### config.mk
export PLATFORM = sky130hd
export DESIGN_NAME = tree_plru_cache_set_flat
export DESIGN_NICKNAME = d
export VERILOG_FILES = /design/src/hw/rtl/tpc_pkg.sv /design/src/hw/rtl/tpc_in_if.sv /design/src/hw/rtl/tpc_out_if.sv /design/src/hw/rtl/tpc_plru.sv /design/src/hw/rtl/tpc_store.sv /design/src/hw/rtl/tree_plru_cache_set.sv /design/src/flat_wrapper.sv
export SDC_FILE = /design/constraint.sdc
export NUM_CORES = 1
export LEC_CHECK = 0
export ABC_AREA = 1
export BUFFER_PORTS_ARGS = -buffer_cell sky130_fd_sc_hd__buf_4
export CAP_MARGIN = 40
export CORE_MARGIN = 2
export CORE_UTILIZATION = 25
export CTS_CLUSTER_DIAMETER = 150
export CTS_CLUSTER_SIZE = 30
export DETAILED_ROUTE_END_ITERATION = 8
export PLACE_DENSITY = 0.42
export SYNTH_ARGS = -nofsm -noshare
export SYNTH_HDL_FRONTEND = slang
export SYNTH_HIERARCHICAL = 1
export SYNTH_SLANG_ARGS = --single-unit
### constraint.sdc
create_clock -name clk_i -period 2.92 [get_ports clk_i]
set_clock_uncertainty 0.05 [all_clocks]
set_input_delay 0.876 -clock clk_i [delete_from_list [all_inputs] [get_ports clk_i]]
set_output_delay 0.876 -clock clk_i [all_outputs]
set_load 0.01 [all_outputs]
### src/hw/rtl/tpc_pkg.sv
// tree pseudo-lru cache set: shared sizes, mode codes and internal control types
// no dependencies
`timescale 1ns / 1ps

package tpc_pkg;

  localparam int unsigned Ways    = 8;
  localparam int unsigned TagBits = 20;
  localparam int unsigned WayBits = $clog2(Ways);

  typedef enum logic [1:0] {
    ModeLookup  = 2'd0,
    ModeFill    = 2'd1,
    ModeReplace = 2'd2
  } mode_e;

  // plru tree request: touch the path of a way, or walk and flip for replace
  typedef struct packed {
    logic               touch;
    logic               replace;
    logic [WayBits-1:0] way;
  } plru_ctrl_t;

  // tag store write port
  typedef struct packed {
    logic               en;
    logic [WayBits-1:0] way;
    logic [TagBits-1:0] tag;
  } store_wr_t;

  // tag store match and free-way status
  typedef struct packed {
    logic               hit;
    logic [WayBits-1:0] hit_way;
    logic               has_empty;
    logic [WayBits-1:0] empty_way;
  } store_stat_t;

endpackage

### src/hw/rtl/tpc_in_if.sv
// request channel of the cache set: valid/ready plus mode and tag
// depends on tpc_pkg
`timescale 1ns / 1ps

interface tpc_in_if;
  logic                        valid;
  logic                        ready;
  logic [1:0]                  mode;
  logic [tpc_pkg::TagBits-1:0] tag;

  modport source (output valid, output mode, output tag, input ready);
  modport sink (input valid, input mode, input tag, output ready);
endinterface

### src/hw/rtl/tpc_out_if.sv
// response channel of the cache set: valid/ready plus status and victim line
// depends on tpc_pkg
`timescale 1ns / 1ps

interface tpc_out_if;
  logic                        valid;
  logic                        ready;
  logic                        status;
  logic [tpc_pkg::TagBits-1:0] victim_tag;
  logic                        victim_valid;

  modport source (output valid, output status, output victim_tag, output victim_valid,
                  input ready);
  modport sink (input valid, input status, input victim_tag, input victim_valid,
                output ready);
endinterface

### src/hw/rtl/tpc_plru.sv
// pseudo-lru tree bits: victim walk with flip, and path update on hit or fill
// depends on tpc_pkg
`timescale 1ns / 1ps

module tpc_plru (
  input  logic                         clk_i,
  input  logic                         rst_ni,
  input  tpc_pkg::plru_ctrl_t          ctrl_i,
  output logic [tpc_pkg::WayBits-1:0]  repl_way_o
);

  // node n has children 2n and 2n+1, root is node 1
  logic [tpc_pkg::Ways-1:1] plru_q, plru_d;

  always_comb begin
    logic [tpc_pkg::WayBits:0] wnode;
    logic [tpc_pkg::WayBits:0] leaf;
    logic                      b;
    plru_d = plru_q;
    wnode  = (tpc_pkg::WayBits+1)'(1);
    for (int k = 0; k < tpc_pkg::WayBits; k++) begin
      b = plru_q[wnode[tpc_pkg::WayBits-1:0]];
      if (ctrl_i.replace) begin
        plru_d[wnode[tpc_pkg::WayBits-1:0]] = ~b;
      end
      wnode = {wnode[tpc_pkg::WayBits-1:0], b};
    end
    repl_way_o = wnode[tpc_pkg::WayBits-1:0];

    // walk leaf to root: parent gets 0 when we came from its right child
    leaf = {1'b1, ctrl_i.way};
    for (int k = 0; k < tpc_pkg::WayBits; k++) begin
      if (ctrl_i.touch) begin
        plru_d[leaf[tpc_pkg::WayBits:1]] = ~leaf[0];
      end
      leaf = leaf >> 1;
    end
  end

  always_ff @(posedge clk_i or negedge rst_ni) begin
    if (!rst_ni) begin
      plru_q <= '0;
    end else begin
      plru_q <= plru_d;
    end
  end

endmodule

### src/hw/rtl/tpc_store.sv
// tag and valid storage of the ways, parallel compare and free-way search
// depends on tpc_pkg
`timescale 1ns / 1ps

module tpc_store (
  input  logic                         clk_i,
  input  logic                         rst_ni,
  input  logic [tpc_pkg::TagBits-1:0]  cmp_tag_i,
  input  logic [tpc_pkg::WayBits-1:0]  rd_way_i,
  input  tpc_pkg::store_wr_t           wr_i,
  output tpc_pkg::store_stat_t         stat_o,
  output logic [tpc_pkg::TagBits-1:0]  rd_tag_o,
  output logic                         rd_valid_o
);

  logic [tpc_pkg::TagBits-1:0] tags_q [tpc_pkg::Ways];
  logic [tpc_pkg::Ways-1:0]    valid_q;

  // highest-numbered way wins in both searches
  always_comb begin
    stat_o = '0;
    for (int w = 0; w < tpc_pkg::Ways; w++) begin
      if (valid_q[w] && (tags_q[w] == cmp_tag_i)) begin
        stat_o.hit     = 1'b1;
        stat_o.hit_way = tpc_pkg::WayBits'(w);
      end
      if (!valid_q[w]) begin
        stat_o.has_empty = 1'b1;
        stat_o.empty_way = tpc_pkg::WayBits'(w);
      end
    end
  end

  // an empty way reads as zero so unwritten tags never leak out
  assign rd_valid_o = valid_q[rd_way_i];
  assign rd_tag_o   = valid_q[rd_way_i] ? tags_q[rd_way_i] : '0;

  always_ff @(posedge clk_i or negedge rst_ni) begin
    if (!rst_ni) begin
      valid_q <= '0;
    end else if (wr_i.en) begin
      valid_q[wr_i.way] <= 1'b1;
    end
  end

  always_ff @(posedge clk_i) begin
    if (wr_i.en) begin
      tags_q[wr_i.way] <= wr_i.tag;
    end
  end

endmodule

### src/hw/rtl/tree_plru_cache_set.sv
// One cache set of tpc_pkg::Ways ways with a tree pseudo-LRU policy. A request
// (lookup, fill of an empty way, or pseudo-LRU replace) is registered, resolved
// against the tags, valid bits and tree bits, and its response lands in an output
// register; one request is taken per cycle while the response side is not stalled.
// The set state is updated at the moment the response is registered, so
// back-to-back requests see each other's effects. A stalled response holds the
// request stage, and in_i.ready follows out_o.ready combinationally. Tag and
// valid storage leaves reset empty at once.
// depends on tpc_pkg, tpc_in_if, tpc_out_if, tpc_plru, tpc_store
`timescale 1ns / 1ps

module tree_plru_cache_set (
  input  logic  clk_i,
  input  logic  rst_ni,
  tpc_in_if.sink    in_i,
  tpc_out_if.source out_o
);

  logic                        in_valid_q;
  logic [1:0]                  mode_q;
  logic [tpc_pkg::TagBits-1:0] tag_q;

  logic                        out_valid_q;
  logic                        status_q, status_d;
  logic [tpc_pkg::TagBits-1:0] vtag_q, vtag_d;
  logic                        vvalid_q, vvalid_d;

  logic                        advance;
  tpc_pkg::plru_ctrl_t         plru_ctrl;
  logic [tpc_pkg::WayBits-1:0] repl_way;
  tpc_pkg::store_wr_t          store_wr;
  tpc_pkg::store_stat_t        store_stat;
  logic [tpc_pkg::TagBits-1:0] rd_tag;
  logic                        rd_valid;

  assign advance    = in_valid_q && (!out_valid_q || out_o.ready);
  assign in_i.ready = !in_valid_q || advance;

  tpc_plru u_plru (
    .clk_i      (clk_i),
    .rst_ni     (rst_ni),
    .ctrl_i     (plru_ctrl),
    .repl_way_o (repl_way)
  );

  tpc_store u_store (
    .clk_i      (clk_i),
    .rst_ni     (rst_ni),
    .cmp_tag_i  (tag_q),
    .rd_way_i   (repl_way),
    .wr_i       (store_wr),
    .stat_o     (store_stat),
    .rd_tag_o   (rd_tag),
    .rd_valid_o (rd_valid)
  );

  always_comb begin
    plru_ctrl = '0;
    store_wr  = '0;
    store_wr.tag = tag_q;
    status_d  = 1'b1;
    vtag_d    = '0;
    vvalid_d  = 1'b0;
    case (tpc_pkg::mode_e'(mode_q))
      tpc_pkg::ModeLookup: begin
        status_d        = !store_stat.hit;
        plru_ctrl.touch = advance && store_stat.hit;
        plru_ctrl.way   = store_stat.hit_way;
      end
      tpc_pkg::ModeFill: begin
        status_d        = !store_stat.has_empty;
        plru_ctrl.touch = advance && store_stat.has_empty;
        plru_ctrl.way   = store_stat.empty_way;
        store_wr.en     = advance && store_stat.has_empty;
        store_wr.way    = store_stat.empty_way;
      end
      tpc_pkg::ModeReplace: begin
        status_d          = 1'b0;
        vtag_d            = rd_tag;
        vvalid_d          = rd_valid;
        plru_ctrl.replace = advance;
        store_wr.en       = advance;
        store_wr.way      = repl_way;
      end
      default: begin
        status_d = 1'b1;
      end
    endcase
  end

  always_ff @(posedge clk_i or negedge rst_ni) begin
    if (!rst_ni) begin
      in_valid_q  <= 1'b0;
      out_valid_q <= 1'b0;
    end else begin
      if (in_i.ready) begin
        in_valid_q <= in_i.valid;
      end
      if (advance) begin
        out_valid_q <= 1'b1;
      end else if (out_o.ready) begin
        out_valid_q <= 1'b0;
      end
    end
  end

  always_ff @(posedge clk_i) begin
    if (in_i.valid && in_i.ready) begin
      mode_q <= in_i.mode;
      tag_q  <= in_i.tag;
    end
    if (advance) begin
      status_q <= status_d;
      vtag_q   <= vtag_d;
      vvalid_q <= vvalid_d;
    end
  end

  assign out_o.valid        = out_valid_q;
  assign out_o.status       = status_q;
  assign out_o.victim_tag   = vtag_q;
  assign out_o.victim_valid = vvalid_q;

  // an eviction only comes from replace, which always succeeds
  assert property (@(posedge clk_i) disable iff (!rst_ni)
    out_valid_q && vvalid_q |-> !status_q)
    else $error("victim reported with failing status");

  // victim tag is zero unless a valid line was evicted
  assert property (@(posedge clk_i) disable iff (!rst_ni)
    out_valid_q && !vvalid_q |-> vtag_q == '0)
    else $error("victim tag nonzero without evicted line");

  // a pending request is never dropped while the response side stalls
  assert property (@(posedge clk_i) disable iff (!rst_ni)
    in_valid_q && !advance |=> in_valid_q && $stable(mode_q) && $stable(tag_q))
    else $error("stalled request lost");

  // a replace that advances shows up as a successful response
  assert property (@(posedge clk_i) disable iff (!rst_ni)
    advance && (mode_q == tpc_pkg::ModeReplace) |=> out_valid_q && !status_q)
    else $error("replace response missing or failing");

endmodule
### src/flat_wrapper.sv
// flat-port wrapper written by rule: the top's interface ports become plain ports
module tree_plru_cache_set_flat 
  (clk_i, rst_ni, in_i_valid, in_i_mode, in_i_tag, in_i_ready, out_o_valid, out_o_status, out_o_victim_tag, out_o_victim_valid, out_o_ready);
  tpc_in_if in_i_i ();
  tpc_out_if out_o_i ();
  input  logic clk_i;
  input  logic rst_ni;
  input wire logic [$bits(in_i_i.valid)-1:0] in_i_valid;
  input wire logic [$bits(in_i_i.mode)-1:0] in_i_mode;
  input wire logic [$bits(in_i_i.tag)-1:0] in_i_tag;
  output wire logic [$bits(in_i_i.ready)-1:0] in_i_ready;
  output wire logic [$bits(out_o_i.valid)-1:0] out_o_valid;
  output wire logic [$bits(out_o_i.status)-1:0] out_o_status;
  output wire logic [$bits(out_o_i.victim_tag)-1:0] out_o_victim_tag;
  output wire logic [$bits(out_o_i.victim_valid)-1:0] out_o_victim_valid;
  input wire logic [$bits(out_o_i.ready)-1:0] out_o_ready;
  assign in_i_i.valid = in_i_valid;
  assign in_i_i.mode = in_i_mode;
  assign in_i_i.tag = in_i_tag;
  assign in_i_ready = in_i_i.ready;
  assign out_o_valid = out_o_i.valid;
  assign out_o_status = out_o_i.status;
  assign out_o_victim_tag = out_o_i.victim_tag;
  assign out_o_victim_valid = out_o_i.victim_valid;
  assign out_o_i.ready = out_o_ready;
  tree_plru_cache_set u_core (.clk_i(clk_i), .rst_ni(rst_ni), .in_i(in_i_i), .out_o(out_o_i));
endmodule
==> out/qor.yml <==
outcome: "complete, no violations"
cts-root-buf: "clkbuf_16"
dp_hpwl_microns: 31690
arrival_ps: 3010
critPathMaxFanout: 10
critPathTopFamily: "simple AND/OR/NAND/NOR gates"
io_pins: 50
fin_crit_ps: 2633
r2r_slack_ps: 290
critPathBufInv: 4
path_cells: "buf_4, buf_4, or2_1, a21oi_1, nand2_1, nor2_2, nand3_2, nand2_1, nor2_1, nand3_2, nand2_1, nand2_1, inv_1, nor2_1, buf_4, nand2_1, nor2_1, a21oi_1, a21oi_1"
fin_util_pct: 29.50
coreArea_sq_um: 44410
drtIter0Drc: 1070
cts_tree: "yes"
synth.top_cell.area_share_pct: 54.14
criticalPathCategory: "flop to flop"
die_y_microns: 216.7
syn_inst: 1229
antenna_found_initial: 0
slowest_stage: "edfxtp_1"
synthTopCellsByArea: "edfxtp_1 (54%), nand2_1 (8.9%), o21ai_0 (5.0%)"
cts.sinks: 221
clk_pin_slew_ps: 120
antenna_cells: 0
relSlewSlack_pct: 71.16
wire_per_inst_microns: 22.96
grt_first_pass_wirelength_microns: 61680
start_util_pct: 25.48
cellPowerDensity_nw_per_um2: 807.9
grt_start_max_net_pins: 55
drive_gt1_share_pct: 15.81
fmax_ghz: 0.3798
r2r_end: "u_core/u_plru/plru_q[4]$_DFF_PN0_"
grt_pass1_vias: 8639
routed_wirelength_microns: 43640
synth_edf_count: 204
cts_buffer_depth: 3
crit_path_frequent_cell: "nand2_1"
htreeDepth: 1
grt_overflow_total: 0
worstReg2RegStart: "u_core/tag_q[6]$_DFFE_PP_"
slew_viol_final: 0
vias: 9017
cts_hold_buffers: 0
ys_ff_latch: 221
yosys.area.top_type: "edfxtp_1"
nNetsFinal: 1337
critPathMaxStageDelay_ps: 370
period_share_pct: 90.17
clock_latency_ps: 490
vias_per_cell: 4.743
netlist_area_sq_um: 11310
reg2regPathDepth: 19
max_cap_violations: 0
place_congestion: 0.8993
synthArstFlopShare_pct: 7.692
hold_violations: 0
synth_seq_area_share_pct: 57.90
tns_ps: 0
max-vdd-ir-drop_mv: 0.5700
row_count: 77
ys_warn_count: 6
worst_pin_slew_ps: 432.6
setup_viol: 0
ys_types: 40
drt_first_pass_iters: 6
area_growth_pct: 15.80
worstPathRequired_ps: 3300
synth_fp_nets: 1259
grt_setup_unrepaired: "no"
crit_path_start_kind: "flop"
synth_ff_type: "edfxtp_1"
hp-class: "input port to asynchronous set/reset pin"
drc: 0
final_area_sq_um: 13100
port_buffers: 49
numCtsBuffers: 11
end_kind: "flop"
power_leakage_uw: 0.005197
place_area_sq_um: 12700
die-area_sq_um: 46980
grt_use_total_pct: 18.21
syn_area_per_cell_sq_um: 9.206
dieWidth_microns: 216.7
ant_nets: 0
[sequential cells by signal (all words and copies together), names as in the netlist, 2 cells and up]
| register | flops |
|---|---|
| u_core/u_store/tags_q | 160 |
| u_core/mode_q | 2 |
| u_core/tag_q | 20 |
| u_core/out_o.victim_tag | 20 |
| u_core/u_plru/plru_q | 7 |
| u_core/u_store/valid_q | 8 |
[cells in the mapped netlist (3+ instances only)]
master / n
a211oi_1: 3
a21oi_1: 81
a22o_1: 5
buf_1: 4
buf_2: 19
buf_4: 10
buf_6: 5
clkbuf_1: 15
dfrtp_1: 17
edfxtp_1: 204
ha_1: 4
inv_1: 105
inv_2: 44
nand2_1: 269
nand3_1: 21
nand3_2: 5
nand4_1: 5
nor2_1: 127
nor2_2: 5
nor3_1: 3
o21ai_0: 112
o21ai_1: 59
o22ai_1: 37
or2_1: 4
or2_2: 5
xnor2_1: 29
xor2_1: 14
[kinds of logic (layout without fill, tap and decap cells)]
| group | count (synthesis) | count (layout) | share of synthesized area, % |
|---|---|---|---|
| flip-flops | 221 | 221 | 57.90 |
| adder cells (fa/ha/maj) | 4 | 4 | 0.4423 |
| AND/OR/NAND/NOR | 453 | 453 | 16.30 |
| AO/OA/AOI/OAI | 305 | 305 | 14.42 |
| buffers and inverters | 203 | 283 | 7.608 |
| XOR/XNOR | 43 | 43 | 3.329 |
[through the flow]
stage	std cells	power, uW	setup slack, ps	hold slack [ps]
floorplan	1229	6997	268.9	414.1
global placement	1876	8803	22.69	491.1
detailed placement	1876	8791	67.46	501.7
CTS	1891	10600	38.41	163.9
global route	1901	11250	59.78	169.5
finish	1901	10590	287.0	175.8
[how the worst max path moves through the flow]
stage,start,end,slack (ps),cells after the start
finish,u_core/tag_q[6]$_DFFE_PP_,u_core/u_plru/plru_q[4]$_DFF_PN0_,290,19
global route,u_core/tag_q[18]$_DFFE_PP_,u_core/u_plru/plru_q[4]$_DFF_PN0_,60,21
CTS,u_core/tag_q[18]$_DFFE_PP_,u_core/u_plru/plru_q[4]$_DFF_PN0_,40,17
detailed placement,u_core/tag_q[18]$_DFFE_PP_,u_core/u_plru/plru_q[4]$_DFF_PN0_,70,17
global placement,u_core/tag_q[18]$_DFFE_PP_,u_core/u_plru/plru_q[5]$_DFF_PN0_,20,16
floorplan,out_o_ready,u_core/u_store/tags_q[3][0]$_DFFE_PP_,270,6
[cells in the final DEF, fill, tap and decap left out, types with 6 or more instances in the layout]
cell type  netlist  layout
a21oi_1         81      80
buf_12           0       9
buf_4           10     107
clkbuf_16        0      11
dfrtp_1         17      17
edfxtp_1       204     204
inv_1          105     104
inv_2           44      42
nand2_1        269     268
nand3_1         21      20
nand3_2          5       6
nor2_1         127     119
nor2_2           5      13
o21ai_0        112     112
o21ai_1         59      59
o22ai_1         37      37
xnor2_1         29      29
xor2_1          14      14
[report_power, final]
part / leakage (uW) / internal [uW] / switching, uW
combinational: 0.00300 / 1540 / 3430
sequential: 0.00205 / 3700 / 128
clock: 0.000149 / 723 / 1060
total: 0.00520 / 5960 / 4620
[area by class of cell]
cell class                      instances  area, sq um
Sequential cell                       221         6551
Clock buffer                           14        286.5
Fill cell                            4651        31310
Multi-Input combinational cell        805         3934
Timing Repair Buffer                  118        999.7
Inverter                              150        570.5
Tap cell                              592        740.7
Clock inverter                          1        20.02
[routing by layer]
| layer | GRT usage [%] | wire (microns) | up-vias |
|---|---|---|---|
| li1 | - | - | 4273 |
| met1 | 25.70 | 19900 | 4343 |
| met2 | 29.84 | 19910 | 349 |
| met3 | 1.677 | 2604 | 52 |
| met4 | 5.068 | 1229 | 0 |
| met5 | 0 | 0 | - |
[worst register-to-register path: stages, from the launching register on]
cell and delay (ps):
edfxtp_1 370, buf_4 190, buf_4 160, or2_1 220, a21oi_1 140, nand2_1 110
nor2_2 180, nand3_2 110, nand2_1 100, nor2_1 70, nand3_2 100, nand2_1 60
nand2_1 70, inv_1 40, nor2_1 120, buf_4 140, nand2_1 90, nor2_1 100
a21oi_1 50, a21oi_1 140
[timing repair]
action | CTS | global route
setup endpoints to repair | 0 | 9
gates resized for setup | 0 | 8
setup buffers | 0 | 10
Power figures use the tool's default switching activity.
